## src/hdl/rfwt_pkg.sv

```systemverilog
// Shared types, constants and helpers of the range frame wall tracker.
package rfwt_pkg;

  // Configuration port geometry
  localparam int CFG_ADDR_W = 5;
  localparam int CFG_DATA_W = 32;

  // Register indexes (word address bits [4:2])
  localparam logic [2:0] REG_OPEN_THRESHOLD = 3'd0;
  localparam logic [2:0] REG_MIN_CLEARANCE  = 3'd1;
  localparam logic [2:0] REG_CLEAR_HYST     = 3'd2;
  localparam logic [2:0] REG_WALL_NEAR      = 3'd3;
  localparam logic [2:0] REG_FOLLOW_TARGET  = 3'd4;

  // Register reset values, 1/16 cm
  localparam logic [15:0] RST_OPEN_THRESHOLD = 16'd192;
  localparam logic [15:0] RST_MIN_CLEARANCE  = 16'd64;
  localparam logic [15:0] RST_CLEAR_HYST     = 16'd12;
  localparam logic [15:0] RST_WALL_NEAR      = 16'd160;
  localparam logic [15:0] RST_FOLLOW_TARGET  = 16'd88;

  localparam int          NUM_FACES  = 4;
  localparam logic [2:0]  NONE_FACE  = 3'd4;
  localparam logic [15:0] CLOSE_MAX  = 16'hFFFF;
  localparam int          CLAMP_IN_W = 40;

  // Queue between front and back
  localparam int QUEUE_DEPTH = 2;

  typedef struct packed {
    logic [15:0] open_threshold;
    logic [15:0] min_clearance;
    logic [15:0] clearance_hysteresis;
    logic [15:0] wall_near_limit;
    logic [15:0] follow_target;
  } rfwt_cfg_t;

  // Classified frame: decisions per face, ready for the stateful back part
  typedef struct packed {
    logic [3:0]        open_set;
    logic [3:0]        open_clr;
    logic [3:0]        close_set;
    logic [3:0]        close_clr;
    logic [3:0][15:0]  close_val;
    logic              wall_any;
    logic [1:0]        wall_face;
    logic signed [16:0] wall_diff;
    logic              follow_any;
    logic [1:0]        follow_face;
    logic signed [16:0] follow_val;
  } rfwt_item_t;

  // Saturate a signed value to -65535..65535
  function automatic logic signed [16:0] clamp_serr(input logic signed [CLAMP_IN_W-1:0] v);
    logic signed [16:0] res;
    if (v > 40'sd65535) begin
      res = 17'sd65535;
    end else if (v < -40'sd65535) begin
      res = -17'sd65535;
    end else begin
      res = v[16:0];
    end
    return res;
  endfunction

endpackage

```

## src/hdl/rfwt_ifs.sv

```systemverilog
// Valid/ready channel interfaces for range frames and tracker results.
interface rfwt_in_if;
  logic        valid;
  logic        ready;
  logic [15:0] range_s0;
  logic [15:0] range_s1;
  logic [15:0] range_s2;
  logic [15:0] range_s3;
  logic [15:0] range_s4;
  logic [15:0] range_s5;
  logic [15:0] range_s6;
  logic [15:0] range_s7;
  logic [1:0]  heading_face;

  modport source (output valid, range_s0, range_s1, range_s2, range_s3, range_s4,
                  range_s5, range_s6, range_s7, heading_face, input ready);
  modport sink (input valid, range_s0, range_s1, range_s2, range_s3, range_s4,
                range_s5, range_s6, range_s7, heading_face, output ready);
endinterface

interface rfwt_out_if;
  logic               valid;
  logic               ready;
  logic [3:0]         open_mask;
  logic [15:0]        close_err_f0;
  logic [15:0]        close_err_f1;
  logic [15:0]        close_err_f2;
  logic [15:0]        close_err_f3;
  logic signed [16:0] misalign_err;
  logic [2:0]         follow_side;
  logic signed [16:0] follow_err;
  logic [3:0]         close_reset_mask;
  logic               align_reset;
  logic               follow_reset;

  modport source (output valid, open_mask, close_err_f0, close_err_f1, close_err_f2,
                  close_err_f3, misalign_err, follow_side, follow_err, close_reset_mask,
                  align_reset, follow_reset, input ready);
  modport sink (input valid, open_mask, close_err_f0, close_err_f1, close_err_f2,
                close_err_f3, misalign_err, follow_side, follow_err, close_reset_mask,
                align_reset, follow_reset, output ready);
endinterface

```

## src/hdl/rfwt_cfg_regs.sv

```systemverilog
// APB-style configuration register file of the wall tracker.
module rfwt_cfg_regs (
  input  logic                            clk,
  input  logic                            rst_n,
  input  logic                            psel,
  input  logic                            penable,
  input  logic                            pwrite,
  input  logic [rfwt_pkg::CFG_ADDR_W-1:0] paddr,
  input  logic [rfwt_pkg::CFG_DATA_W-1:0] pwdata,
  output logic [rfwt_pkg::CFG_DATA_W-1:0] prdata,
  output logic                            pready,
  output rfwt_pkg::rfwt_cfg_t             cfg
);
  import rfwt_pkg::*;

  rfwt_cfg_t  cfg_r;
  logic [2:0] reg_idx;
  logic       wr_en;

  assign reg_idx = paddr[CFG_ADDR_W-1:2];
  assign wr_en   = psel && penable && pwrite;
  assign pready  = 1'b1;
  assign cfg     = cfg_r;

  // Write on the access phase; indexes past the list are dropped
  always_ff @(posedge clk) begin
    if (!rst_n) begin
      cfg_r.open_threshold       <= RST_OPEN_THRESHOLD;
      cfg_r.min_clearance        <= RST_MIN_CLEARANCE;
      cfg_r.clearance_hysteresis <= RST_CLEAR_HYST;
      cfg_r.wall_near_limit      <= RST_WALL_NEAR;
      cfg_r.follow_target        <= RST_FOLLOW_TARGET;
    end else if (wr_en) begin
      unique case (reg_idx)
        REG_OPEN_THRESHOLD: cfg_r.open_threshold       <= pwdata[15:0];
        REG_MIN_CLEARANCE:  cfg_r.min_clearance        <= pwdata[15:0];
        REG_CLEAR_HYST:     cfg_r.clearance_hysteresis <= pwdata[15:0];
        REG_WALL_NEAR:      cfg_r.wall_near_limit      <= pwdata[15:0];
        REG_FOLLOW_TARGET:  cfg_r.follow_target        <= pwdata[15:0];
        default: ;
      endcase
    end
  end

  // Read back, zero-extended
  always_comb begin
    unique case (reg_idx)
      REG_OPEN_THRESHOLD: prdata = CFG_DATA_W'(cfg_r.open_threshold);
      REG_MIN_CLEARANCE:  prdata = CFG_DATA_W'(cfg_r.min_clearance);
      REG_CLEAR_HYST:     prdata = CFG_DATA_W'(cfg_r.clearance_hysteresis);
      REG_WALL_NEAR:      prdata = CFG_DATA_W'(cfg_r.wall_near_limit);
      REG_FOLLOW_TARGET:  prdata = CFG_DATA_W'(cfg_r.follow_target);
      default:            prdata = '0;
    endcase
  end

endmodule

```

## src/hdl/rfwt_front.sv

```systemverilog
// Front part: accepts a range frame and classifies every face against the registers.
module rfwt_front #(
  parameter int DIST_BITS = 16
) (
  rfwt_in_if.sink                  in_ch,
  input  rfwt_pkg::rfwt_cfg_t      cfg,
  input  logic                     q_full,
  output logic                     push,
  output rfwt_pkg::rfwt_item_t     item
);
  import rfwt_pkg::*;

  localparam int DW = (DIST_BITS > 16) ? DIST_BITS : 16;
  localparam int SW = DW + 1;
  localparam int AW = DW + 3;

  logic [NUM_FACES-1:0][DIST_BITS-1:0] ra;
  logic [NUM_FACES-1:0][DIST_BITS-1:0] rb;
  logic [NUM_FACES-1:0][DW-1:0]        a_w;
  logic [NUM_FACES-1:0][DW-1:0]        b_w;
  logic [NUM_FACES-1:0][SW-1:0]        sum;
  logic [NUM_FACES-1:0]                walled;
  logic [NUM_FACES-1:0][16:0]          diff_c;
  logic [SW-1:0]                       thr2;
  logic [SW-1:0]                       clr_hi;
  logic                                wall_hit;
  logic [1:0]                          wall_sel;
  logic [1:0]                          ccw_face;
  logic [1:0]                          cw_face;
  logic [SW-1:0]                       side_sum;
  logic [AW-1:0]                       t2;
  logic signed [AW-1:0]                d1;
  logic signed [AW-1:0]                half;

  // Accept while the queue has room
  assign in_ch.ready = !q_full;
  assign push        = in_ch.valid && !q_full;

  // Mask readings to the distance width
  assign ra[0] = DIST_BITS'(in_ch.range_s0);
  assign rb[0] = DIST_BITS'(in_ch.range_s1);
  assign ra[1] = DIST_BITS'(in_ch.range_s2);
  assign rb[1] = DIST_BITS'(in_ch.range_s3);
  assign ra[2] = DIST_BITS'(in_ch.range_s4);
  assign rb[2] = DIST_BITS'(in_ch.range_s5);
  assign ra[3] = DIST_BITS'(in_ch.range_s6);
  assign rb[3] = DIST_BITS'(in_ch.range_s7);

  assign thr2   = SW'({cfg.open_threshold, 1'b0});
  assign clr_hi = SW'(cfg.min_clearance) + SW'(cfg.clearance_hysteresis);

  // Classify each face
  for (genvar i = 0; i < NUM_FACES; i++) begin : g_face
    logic [DW-1:0]        mn;
    logic [SW-1:0]        clr_lo;
    logic [SW-1:0]        err;
    logic signed [AW-1:0] diff;

    assign a_w[i]  = DW'(ra[i]);
    assign b_w[i]  = DW'(rb[i]);
    assign sum[i]  = SW'(a_w[i]) + SW'(b_w[i]);
    assign mn      = (a_w[i] < b_w[i]) ? a_w[i] : b_w[i];
    assign walled[i] = (a_w[i] < DW'(cfg.wall_near_limit)) &&
                       (b_w[i] < DW'(cfg.wall_near_limit));

    assign item.open_set[i] = sum[i] > thr2;
    assign item.open_clr[i] = sum[i] < thr2;

    assign clr_lo            = SW'(mn) + SW'(cfg.clearance_hysteresis);
    assign item.close_set[i] = clr_lo < SW'(cfg.min_clearance);
    assign item.close_clr[i] = SW'(mn) > clr_hi;
    assign err               = SW'(cfg.min_clearance) - SW'(mn);
    assign item.close_val[i] = (err > SW'(CLOSE_MAX)) ? CLOSE_MAX : err[15:0];

    assign diff      = $signed(AW'(a_w[i])) - $signed(AW'(b_w[i]));
    assign diff_c[i] = clamp_serr(CLAMP_IN_W'(diff));
  end

  // Pick the first walled face for alignment
  always_comb begin
    wall_hit = 1'b1;
    wall_sel = 2'd0;
    priority if (walled[0]) begin
      wall_sel = 2'd0;
    end else if (walled[1]) begin
      wall_sel = 2'd1;
    end else if (walled[2]) begin
      wall_sel = 2'd2;
    end else if (walled[3]) begin
      wall_sel = 2'd3;
    end else begin
      wall_hit = 1'b0;
    end
  end
  assign item.wall_any  = wall_hit;
  assign item.wall_face = wall_sel;
  assign item.wall_diff = $signed(diff_c[wall_sel]);

  // Choose the follow side: left if walled, else right
  assign ccw_face = in_ch.heading_face + 2'd1;
  assign cw_face  = in_ch.heading_face + 2'd3;
  assign item.follow_any  = walled[ccw_face] || walled[cw_face];
  assign item.follow_face = walled[ccw_face] ? ccw_face : cw_face;

  // Target minus side average, half rounded upward
  assign side_sum = sum[item.follow_face];
  assign t2       = AW'({cfg.follow_target, 1'b0});
  assign d1       = $signed(t2 - AW'(side_sum) + AW'(1));
  assign half     = d1 >>> 1;
  assign item.follow_val = clamp_serr(CLAMP_IN_W'(half));

endmodule

```

## src/hdl/rfwt_queue.sv

```systemverilog
// Two-entry queue of classified frames between front and back.
module rfwt_queue (
  input  logic                 clk,
  input  logic                 rst_n,
  input  logic                 push,
  input  rfwt_pkg::rfwt_item_t wr_item,
  output logic                 full,
  input  logic                 pop,
  output logic                 valid,
  output rfwt_pkg::rfwt_item_t rd_item
);
  import rfwt_pkg::*;

  localparam int PW = $clog2(QUEUE_DEPTH);
  localparam int CW = $clog2(QUEUE_DEPTH + 1);

  rfwt_item_t    slot_r [QUEUE_DEPTH];
  logic [PW-1:0] wr_ptr_r;
  logic [PW-1:0] rd_ptr_r;
  logic [CW-1:0] count_r;

  assign full    = count_r == CW'(QUEUE_DEPTH);
  assign valid   = count_r != '0;
  assign rd_item = slot_r[rd_ptr_r];

  // Store the pushed frame
  always_ff @(posedge clk) begin
    if (push) begin
      slot_r[wr_ptr_r] <= wr_item;
    end
  end

  // Advance pointers and occupancy
  always_ff @(posedge clk) begin
    if (!rst_n) begin
      wr_ptr_r <= '0;
      rd_ptr_r <= '0;
      count_r  <= '0;
    end else begin
      if (push) begin
        wr_ptr_r <= wr_ptr_r + PW'(1);
      end
      if (pop) begin
        rd_ptr_r <= rd_ptr_r + PW'(1);
      end
      priority if (push && !pop) begin
        count_r <= count_r + CW'(1);
      end else if (pop && !push) begin
        count_r <= count_r - CW'(1);
      end else begin
        count_r <= count_r;
      end
    end
  end

endmodule

```

## src/hdl/rfwt_back.sv

```systemverilog
// Back part: applies classified frames to the tracker state and holds the result.
module rfwt_back (
  input  logic                 clk,
  input  logic                 rst_n,
  input  logic                 q_valid,
  input  rfwt_pkg::rfwt_item_t q_item,
  output logic                 pop,
  rfwt_out_if.source           out_ch
);
  import rfwt_pkg::*;

  logic                          out_valid_r;
  logic [3:0]                    open_bits_r,   open_bits_nxt;
  logic [NUM_FACES-1:0][15:0]    close_errs_r,  close_errs_nxt;
  logic signed [16:0]            misalign_r,    misalign_nxt;
  logic [2:0]                    tracked_r,     tracked_nxt;
  logic [2:0]                    last_follow_r, last_follow_nxt;
  logic signed [16:0]            follow_err_r,  follow_err_nxt;
  logic [2:0]                    side_r,        side_nxt;
  logic [3:0]                    rmask_r;
  logic                          align_rst_r,   align_rst_nxt;
  logic                          follow_rst_r,  follow_rst_nxt;

  // Take the next frame when the result slot is free or being drained
  assign pop = q_valid && (!out_valid_r || out_ch.ready);

  // Work out the state after this frame
  always_comb begin
    open_bits_nxt = (open_bits_r | q_item.open_set) & ~q_item.open_clr;

    for (int i = 0; i < NUM_FACES; i++) begin
      priority if (q_item.close_set[i]) begin
        close_errs_nxt[i] = q_item.close_val[i];
      end else if (q_item.close_clr[i]) begin
        close_errs_nxt[i] = '0;
      end else begin
        close_errs_nxt[i] = close_errs_r[i];
      end
    end

    if (q_item.wall_any) begin
      align_rst_nxt = tracked_r != {1'b0, q_item.wall_face};
      tracked_nxt   = {1'b0, q_item.wall_face};
      misalign_nxt  = q_item.wall_diff;
    end else begin
      align_rst_nxt = 1'b1;
      tracked_nxt   = tracked_r;
      misalign_nxt  = '0;
    end

    if (q_item.follow_any) begin
      side_nxt        = {1'b0, q_item.follow_face};
      follow_rst_nxt  = last_follow_r != {1'b0, q_item.follow_face};
      last_follow_nxt = {1'b0, q_item.follow_face};
      follow_err_nxt  = q_item.follow_val;
    end else begin
      side_nxt        = NONE_FACE;
      follow_rst_nxt  = 1'b1;
      last_follow_nxt = last_follow_r;
      follow_err_nxt  = follow_err_r;
    end
  end

  // Hold state and result; the state registers double as result fields
  always_ff @(posedge clk) begin
    if (!rst_n) begin
      out_valid_r   <= 1'b0;
      open_bits_r   <= '0;
      close_errs_r  <= '0;
      misalign_r    <= '0;
      tracked_r     <= NONE_FACE;
      last_follow_r <= NONE_FACE;
      follow_err_r  <= '0;
      side_r        <= NONE_FACE;
      rmask_r       <= '0;
      align_rst_r   <= 1'b0;
      follow_rst_r  <= 1'b0;
    end else begin
      if (pop) begin
        out_valid_r   <= 1'b1;
        open_bits_r   <= open_bits_nxt;
        close_errs_r  <= close_errs_nxt;
        misalign_r    <= misalign_nxt;
        tracked_r     <= tracked_nxt;
        last_follow_r <= last_follow_nxt;
        follow_err_r  <= follow_err_nxt;
        side_r        <= side_nxt;
        rmask_r       <= q_item.close_clr;
        align_rst_r   <= align_rst_nxt;
        follow_rst_r  <= follow_rst_nxt;
      end else if (out_ch.ready) begin
        out_valid_r <= 1'b0;
      end
    end
  end

  assign out_ch.valid            = out_valid_r;
  assign out_ch.open_mask        = open_bits_r;
  assign out_ch.close_err_f0     = close_errs_r[0];
  assign out_ch.close_err_f1     = close_errs_r[1];
  assign out_ch.close_err_f2     = close_errs_r[2];
  assign out_ch.close_err_f3     = close_errs_r[3];
  assign out_ch.misalign_err     = misalign_r;
  assign out_ch.follow_side      = side_r;
  assign out_ch.follow_err       = follow_err_r;
  assign out_ch.close_reset_mask = rmask_r;
  assign out_ch.align_reset      = align_rst_r;
  assign out_ch.follow_reset     = follow_rst_r;

endmodule

```

## src/hdl/range_frame_wall_tracker.sv

```systemverilog
// Top level of the range frame wall tracker: registers, front, queue and back.
//
//  Channel   Direction  Transfer when            Carries
//  in_ch     sink       valid && ready           eight ranges and heading
//  out_ch    source     valid && ready           masks, errors, reset pulses
//  psel ..   APB slave  psel&penable&pwrite      five 16-bit registers
//
// One frame per cycle is sustained while out_ch does not stall; a result is offered after its input
// transfer has gone through a queue write and then a result register load.
// Synchronous active-low reset clears all tracker state and restores registers.
// An output stall fills the two-entry queue before in_ch.ready drops.
module range_frame_wall_tracker #(
  parameter int DIST_BITS = 16
) (
  input  logic                            clk,
  input  logic                            rst_n,
  rfwt_in_if.sink                         in_ch,
  rfwt_out_if.source                      out_ch,
  input  logic                            psel,
  input  logic                            penable,
  input  logic                            pwrite,
  input  logic [rfwt_pkg::CFG_ADDR_W-1:0] paddr,
  input  logic [rfwt_pkg::CFG_DATA_W-1:0] pwdata,
  output logic [rfwt_pkg::CFG_DATA_W-1:0] prdata,
  output logic                            pready
);
  import rfwt_pkg::*;

  rfwt_cfg_t  cfg;
  rfwt_item_t wr_item;
  rfwt_item_t rd_item;
  logic       push;
  logic       q_full;
  logic       q_valid;
  logic       pop;

  rfwt_cfg_regs u_cfg (
    .clk     (clk),
    .rst_n   (rst_n),
    .psel    (psel),
    .penable (penable),
    .pwrite  (pwrite),
    .paddr   (paddr),
    .pwdata  (pwdata),
    .prdata  (prdata),
    .pready  (pready),
    .cfg     (cfg)
  );

  rfwt_front #(.DIST_BITS(DIST_BITS)) u_front (
    .in_ch  (in_ch),
    .cfg    (cfg),
    .q_full (q_full),
    .push   (push),
    .item   (wr_item)
  );

  rfwt_queue u_queue (
    .clk     (clk),
    .rst_n   (rst_n),
    .push    (push),
    .wr_item (wr_item),
    .full    (q_full),
    .pop     (pop),
    .valid   (q_valid),
    .rd_item (rd_item)
  );

  rfwt_back u_back (
    .clk     (clk),
    .rst_n   (rst_n),
    .q_valid (q_valid),
    .q_item  (rd_item),
    .pop     (pop),
    .out_ch  (out_ch)
  );

endmodule

```

## src/flat_wrapper.sv

```systemverilog
// flat-port wrapper written by rule: the top's interface ports become plain ports
module range_frame_wall_tracker_flat import rfwt_pkg::*;
#(
  parameter int DIST_BITS = 16
)
  (clk, rst_n, psel, penable, pwrite, paddr, pwdata, prdata, pready, in_ch_valid, in_ch_range_s0, in_ch_range_s1, in_ch_range_s2, in_ch_range_s3, in_ch_range_s4, in_ch_range_s5, in_ch_range_s6, in_ch_range_s7, in_ch_heading_face, in_ch_ready, out_ch_valid, out_ch_open_mask, out_ch_close_err_f0, out_ch_close_err_f1, out_ch_close_err_f2, out_ch_close_err_f3, out_ch_misalign_err, out_ch_follow_side, out_ch_follow_err, out_ch_close_reset_mask, out_ch_align_reset, out_ch_follow_reset, out_ch_ready);
  rfwt_in_if in_ch_i ();
  rfwt_out_if out_ch_i ();
  input  logic clk;
  input  logic rst_n;
  input  logic psel;
  input  logic penable;
  input  logic pwrite;
  input  logic [rfwt_pkg::CFG_ADDR_W-1:0] paddr;
  input  logic [rfwt_pkg::CFG_DATA_W-1:0] pwdata;
  output logic [rfwt_pkg::CFG_DATA_W-1:0] prdata;
  output logic pready;
  input wire logic [$bits(in_ch_i.valid)-1:0] in_ch_valid;
  input wire logic [$bits(in_ch_i.range_s0)-1:0] in_ch_range_s0;
  input wire logic [$bits(in_ch_i.range_s1)-1:0] in_ch_range_s1;
  input wire logic [$bits(in_ch_i.range_s2)-1:0] in_ch_range_s2;
  input wire logic [$bits(in_ch_i.range_s3)-1:0] in_ch_range_s3;
  input wire logic [$bits(in_ch_i.range_s4)-1:0] in_ch_range_s4;
  input wire logic [$bits(in_ch_i.range_s5)-1:0] in_ch_range_s5;
  input wire logic [$bits(in_ch_i.range_s6)-1:0] in_ch_range_s6;
  input wire logic [$bits(in_ch_i.range_s7)-1:0] in_ch_range_s7;
  input wire logic [$bits(in_ch_i.heading_face)-1:0] in_ch_heading_face;
  output wire logic [$bits(in_ch_i.ready)-1:0] in_ch_ready;
  output wire logic [$bits(out_ch_i.valid)-1:0] out_ch_valid;
  output wire logic [$bits(out_ch_i.open_mask)-1:0] out_ch_open_mask;
  output wire logic [$bits(out_ch_i.close_err_f0)-1:0] out_ch_close_err_f0;
  output wire logic [$bits(out_ch_i.close_err_f1)-1:0] out_ch_close_err_f1;
  output wire logic [$bits(out_ch_i.close_err_f2)-1:0] out_ch_close_err_f2;
  output wire logic [$bits(out_ch_i.close_err_f3)-1:0] out_ch_close_err_f3;
  output wire logic [$bits(out_ch_i.misalign_err)-1:0] out_ch_misalign_err;
  output wire logic [$bits(out_ch_i.follow_side)-1:0] out_ch_follow_side;
  output wire logic [$bits(out_ch_i.follow_err)-1:0] out_ch_follow_err;
  output wire logic [$bits(out_ch_i.close_reset_mask)-1:0] out_ch_close_reset_mask;
  output wire logic [$bits(out_ch_i.align_reset)-1:0] out_ch_align_reset;
  output wire logic [$bits(out_ch_i.follow_reset)-1:0] out_ch_follow_reset;
  input wire logic [$bits(out_ch_i.ready)-1:0] out_ch_ready;
  assign in_ch_i.valid = in_ch_valid;
  assign in_ch_i.range_s0 = in_ch_range_s0;
  assign in_ch_i.range_s1 = in_ch_range_s1;
  assign in_ch_i.range_s2 = in_ch_range_s2;
  assign in_ch_i.range_s3 = in_ch_range_s3;
  assign in_ch_i.range_s4 = in_ch_range_s4;
  assign in_ch_i.range_s5 = in_ch_range_s5;
  assign in_ch_i.range_s6 = in_ch_range_s6;
  assign in_ch_i.range_s7 = in_ch_range_s7;
  assign in_ch_i.heading_face = in_ch_heading_face;
  assign in_ch_ready = in_ch_i.ready;
  assign out_ch_valid = out_ch_i.valid;
  assign out_ch_open_mask = out_ch_i.open_mask;
  assign out_ch_close_err_f0 = out_ch_i.close_err_f0;
  assign out_ch_close_err_f1 = out_ch_i.close_err_f1;
  assign out_ch_close_err_f2 = out_ch_i.close_err_f2;
  assign out_ch_close_err_f3 = out_ch_i.close_err_f3;
  assign out_ch_misalign_err = out_ch_i.misalign_err;
  assign out_ch_follow_side = out_ch_i.follow_side;
  assign out_ch_follow_err = out_ch_i.follow_err;
  assign out_ch_close_reset_mask = out_ch_i.close_reset_mask;
  assign out_ch_align_reset = out_ch_i.align_reset;
  assign out_ch_follow_reset = out_ch_i.follow_reset;
  assign out_ch_i.ready = out_ch_ready;
  range_frame_wall_tracker #(.DIST_BITS(DIST_BITS)) u_core (.clk(clk), .rst_n(rst_n), .in_ch(in_ch_i), .out_ch(out_ch_i), .psel(psel), .penable(penable), .pwrite(pwrite), .paddr(paddr), .pwdata(pwdata), .prdata(prdata), .pready(pready));
endmodule
```

## config.mk

```make
export PLATFORM = sky130hd
export DESIGN_NAME = range_frame_wall_tracker_flat
export DESIGN_NICKNAME = d
export VERILOG_FILES = /design/src/hdl/rfwt_pkg.sv /design/src/hdl/rfwt_ifs.sv /design/src/hdl/rfwt_cfg_regs.sv /design/src/hdl/rfwt_front.sv /design/src/hdl/rfwt_queue.sv /design/src/hdl/rfwt_back.sv /design/src/hdl/range_frame_wall_tracker.sv /design/src/flat_wrapper.sv
export SDC_FILE = /design/constraint.sdc
export NUM_CORES = 2
export LEC_CHECK = 0
export BUFFER_PORTS_ARGS = -buffer_cell sky130_fd_sc_hd__buf_4
export CAP_MARGIN = 20
export CORE_UTILIZATION = 62
export DETAILED_ROUTE_END_ITERATION = 7
export HOLD_SLACK_MARGIN = 0.06
export PLACE_DENSITY = 0.82
export SLEW_MARGIN = 25
export SYNTH_ARGS = -nofsm -noshare
export SYNTH_HDL_FRONTEND = slang
export SYNTH_SLANG_ARGS = --single-unit
```

## constraint.sdc

```tcl
create_clock -name clk -period 9.6 [get_ports clk]
set_input_delay 0.96 -clock clk [delete_from_list [all_inputs] [get_ports clk]]
set_output_delay 0.96 -clock clk [all_outputs]
set_load 0.005 [all_outputs]
```

==> impl_metrics.json <==
{
  "status": "finished clean",
  "crit_end": "u_core.u_queue.slot_r[0][15]",
  "track_usage_pct": 41.6,
  "critical_path_required_ns": 9.99,
  "syn_inst": 4150,
  "wl_met3_um": 14500,
  "path_class": "register to register",
  "synth-edff-count": 240,
  "crit_path_start": "u_core.u_cfg.cfg[30]",
  "ys_ff_latch": 443,
  "fp-row-count": 90,
  "hold_path_class": "register to register",
  "setup_viol": 0,
  "path_max_fanout": 15,
  "numCtsBuffers": 46,
  "layout-drive-gt1-share_pct": 13.6,
  "r2r_slack_ns": 1.18,
  "gp_congestion": 1.14,
  "wl_um": 133000,
  "seqCellArea_mm2": 0.0113,
  "die_area_mm2": 0.0623,
  "worst_slew_pin_slew_ns": 1.08,
  "p_leak_nw": 18.1,
  "clock_latency_ns": 0.60,
  "nNetsFinal": 5214,
  "wl_per_cell_um": 25.3,
  "reg2regPathDepth": 24,
  "postCtsSetupRepairBufs": 0,
  "timing.rr.start": "u_core.u_cfg.cfg[30]",
  "synth-main-ff-cell": "edfxtp_1",
  "hpwl_um": 102000,
  "gr-total-overflow": 0,
  "fill_cells": 4750,
  "maxCapViolCount": 0,
  "first_pass_iters": 6,
  "clockBufferDepth": 3,
  "switching_power_mw": 2.72,
  "critical_path_arrival_ns": 8.81,
  "highest_layer": "met5",
  "crit_path_end_kind": "register",
  "ios": 320,
  "clkTransAtPathRegs_ns": 0.07,
  "combPwrFrac_pct": 41.2,
  "die_w_um": 250,
  "rsz0062_at_grt": "no",
  "timing.slew.headroom_pct": 28.0,
  "async_reset_ff_share_pct": 0,
  "vias": 33600,
  "cts_hold_buf": 0,
  "fin_tns_setup_ns": 0,
  "cp_slowest_cell": "inv_1",
  "cts-resized-gates": 0,
  "ant_nets": 0,
  "ir_drop_uv": 136,
  "tritoncts": "built",
  "synthToLayoutAreaGrowth_pct": 12.3,
  "routed-wl-met2_um": 55900,
  "cp.depth": 24,
  "drc": 0,
  "cts_sinks": 443,
  "cts_max_level": 2,
  "crit_chain": "inv_1, ha_1, and4_1, nand3_1, o2bb2ai_1, nand4b_1, o311ai_0, and4bb_2, buf_4, mux2i_1, mux2_2, ha_1, nor2b_1, o21ai_1, a21boi_1, o211ai_1, a21oi_1, o41a_1, o31a_1, or3_1, or4b_1, nor3_2, o211ai_1, a21oi_1",
  "syn_area_per_cell_um2": 9.15,
  "seqPwrFrac_pct": 33.7,
  "multi_input_area_mm2": 0.0250,
  "grt_max_degree": 107,
  "initial_core_util_pct": 62.8,
  "r2r_end": "u_core.u_queue.slot_r[0][15]",
  "antenna_found_initial": 7,
  "grt_pass1_wl_um": 193000,
  "cellPowerDensity_mw_per_mm2": 173,
  "cpLargestDelayFamily": "compound AO/OA/AOI/OAI gates",
  "routed_via_density": 6.41,
  "ys_seq_area_share_pct": 29.7,
  "maxSlewViolCount": 0,
  "wl_met1_um": 51600,
  "critPathBufInv": 2,
  "port_buffers": 284,
  "fin_crit_sh_pct": 87.7,
  "pwr-share-clk_pct": 25.2,
  "hold_viol": 0,
  "fin_hold_ws_ns": 0.474,
  "syn_area_mm2": 0.0380,
  "cpPeakStageDelay_ns": 0.70,
  "layout_min_cycle_time_ns": 8.42,
  "switching_share_pct": 36.9,
  "yosysWarnings": 0,
  "core_area_mm2": 0.0605,
  "startpoint_type": "register",
  "p_int_mw": 4.65,
  "yosysUniqueCellTypes": 89,
  "finClkSkew_ns": 0.0235,
  "cts_root_buf": "clkbuf_16",
  "fmax_mhz": 119,
  "first_iter_violations": 3884,
  "fp.dieH_um": 250,
  "first_global_vias": 31500
}
synthesized netlist by cell type (all sizes together), types with 94 or more instances:
| cell | number | area share [%] |
|---|---|---|
| ha | 602 | 20 |
| nand2 | 369 | 3.6 |
| inv | 334 | 3.3 |
| a21oi | 274 | 3.6 |
| edfxtp | 240 | 19 |
| nor2 | 214 | 2.1 |
| dfxtp | 203 | 11 |
| o21ai | 200 | 2.6 |
| xnor2 | 177 | 4.1 |
| nor2b | 141 | 2.3 |
| mux2 | 131 | 3.9 |
| a22oi | 125 | 2.5 |
| a21o | 124 | 2.5 |
| a21boi | 123 | 2.5 |
| clkbuf | 101 | 1.0 |
| mux2i | 94 | 2.5 |
registers in the layout (all words and copies together), names as in the netlist, named ones only:
register                               flops
u_core.u_back.out_ch.follow_err           17
u_core.u_back.out_ch.close_err_f1         16
u_core.u_back.out_ch.close_err_f3         16
u_core.u_back.out_ch.valid                 1
u_core.u_back.out_ch.close_reset_mask      4
u_core.u_back.last_follow_r                3
u_core.u_back.out_ch.close_err_f0         16
u_core.u_back.out_ch.align_reset           1
u_core.u_cfg.cfg                          80
u_core.u_back.out_ch.follow_reset          1
u_core.u_back.out_ch.misalign_err         17
u_core.u_back.out_ch.open_mask             4
u_core.u_back.tracked_r                    3
u_core.u_queue.slot_r                    240
u_core.u_back.out_ch.close_err_f2         16
u_core.u_queue.wr_ptr_r                    1
u_core.u_back.out_ch.follow_side           3
u_core.u_queue.count_r                     2
u_core.u_queue.rd_ptr_r                    1
tightest hold or removal path, stage by stage, from the launching register on:
cell and delay [ns]:
dfxtp_1 0.31, nand2_1 0.05, a21boi_0 0.07
stage by stage:
stage | total power [mW] | worst slack (ns) | utilization [%] | cells | cell area (um^2)
2_1_floorplan | 4.42 | 2.13 | - | 4165 | 38000
3_3_place_gp | 5.38 | 1.40 | 67.9 | 5154 | 41100
3_5_place_dp | 5.46 | 1.26 | 67.9 | 5154 | 41100
4_1_cts | 7.31 | 1.46 | 70.5 | 5238 | 42600
5_1_grt | 7.72 | 0.908 | 70.6 | 5239 | 42700
6_report | 7.38 | 1.18 | 70.6 | 5239 | 42700
metal layers:
| metal | up-vias | GRT usage [%] |
|---|---|---|
| met5 | - | 0 |
| met4 | 2 | 28.0 |
| met3 | 447 | 9.31 |
| met2 | 1778 | 62.7 |
| met1 | 15800 | 53.3 |
| li1 | 15600 | - |
placed cells by master (no fill, tap or decap), types with 11 or more instances in the layout:
| cell | count |
|---|---|
| and3_1 | 13 |
| edfxtp_1 | 240 |
| a31oi_1 | 17 |
| xnor2_1 | 176 |
| nand4_1 | 43 |
| and2_1 | 15 |
| a21o_1 | 124 |
| o21ai_0 | 192 |
| o211ai_1 | 13 |
| clkbuf_16 | 47 |
| o22ai_1 | 20 |
| o21bai_1 | 48 |
| inv_1 | 333 |
| a22oi_1 | 125 |
| buf_4 | 344 |
| nor2b_1 | 140 |
| ha_1 | 602 |
| nand2b_1 | 63 |
| nand3_1 | 56 |
| and4_1 | 15 |
| o2111ai_1 | 15 |
| mux2i_1 | 94 |
| a211oi_1 | 11 |
| a21oi_1 | 273 |
| nor4_1 | 17 |
| nor2_1 | 204 |
| fa_1 | 18 |
| a221oi_1 | 17 |
| o21a_1 | 37 |
| or3_1 | 18 |
| dfxtp_1 | 202 |
| mux2_2 | 131 |
| conb_1 | 17 |
| a21boi_0 | 120 |
| nor3_1 | 32 |
| nand2_1 | 369 |
| o211a_1 | 19 |
| xor2_1 | 36 |
cells by family after synthesis:
family	count (synthesis)	synth area share [%]
adders and majority gates	620	20.8
muxes	229	6.60
other	2	0.0198
DFF	443	29.7
xor gates and xnor gates	213	4.91
AOI/OAI and AO/OA	1129	19.8
buffers and inverters	472	4.86
and+or+nand+nor	1042	13.4
power groups by stage:
stage	Clock [mW]	Combinational, mW	Sequential, mW
final	1.86	3.04	2.48
after CTS	1.86	2.96	2.48
after global routing	1.93	3.28	2.51
after global placement	0	2.87	2.51
after detailed placement	0	2.94	2.52
after floorplan	0	1.90	2.51
how the worst min path moves through the flow:
stage	startpoint	endpoint	slack (ns)	depth (start not counted)
2_1_floorplan	u_core.u_back.tracked_r[2]	u_core.u_back.out_ch.align_reset	0.43	2
3_3_place_gp	u_core.u_back.last_follow_r[2]	u_core.u_back.out_ch.follow_reset	0.45	2
3_5_place_dp	u_core.u_back.out_ch.open_mask[3]	u_core.u_back.out_ch.open_mask[3]	0.46	2
4_1_cts	u_core.u_back.last_follow_r[2]	u_core.u_back.out_ch.follow_reset	0.47	2
5_1_grt	u_core.u_back.out_ch.close_reset_mask[3]	u_core.u_back.out_ch.close_reset_mask[3]	0.51	2
6_report	u_core.u_back.out_ch.close_reset_mask[3]	u_core.u_back.out_ch.close_reset_mask[3]	0.47	2
cell type report:
cell class	count	area share, %
multi-input cells	3250	58.6
flip-flops and latches	443	26.4
repair buffers	344	6.05
clock buffers	59	2.96
inverters	335	2.95
well taps	782	2.29
clock inverters	25	0.710
diodes	1	0.00586
Power figures use the tool's default switching activity.
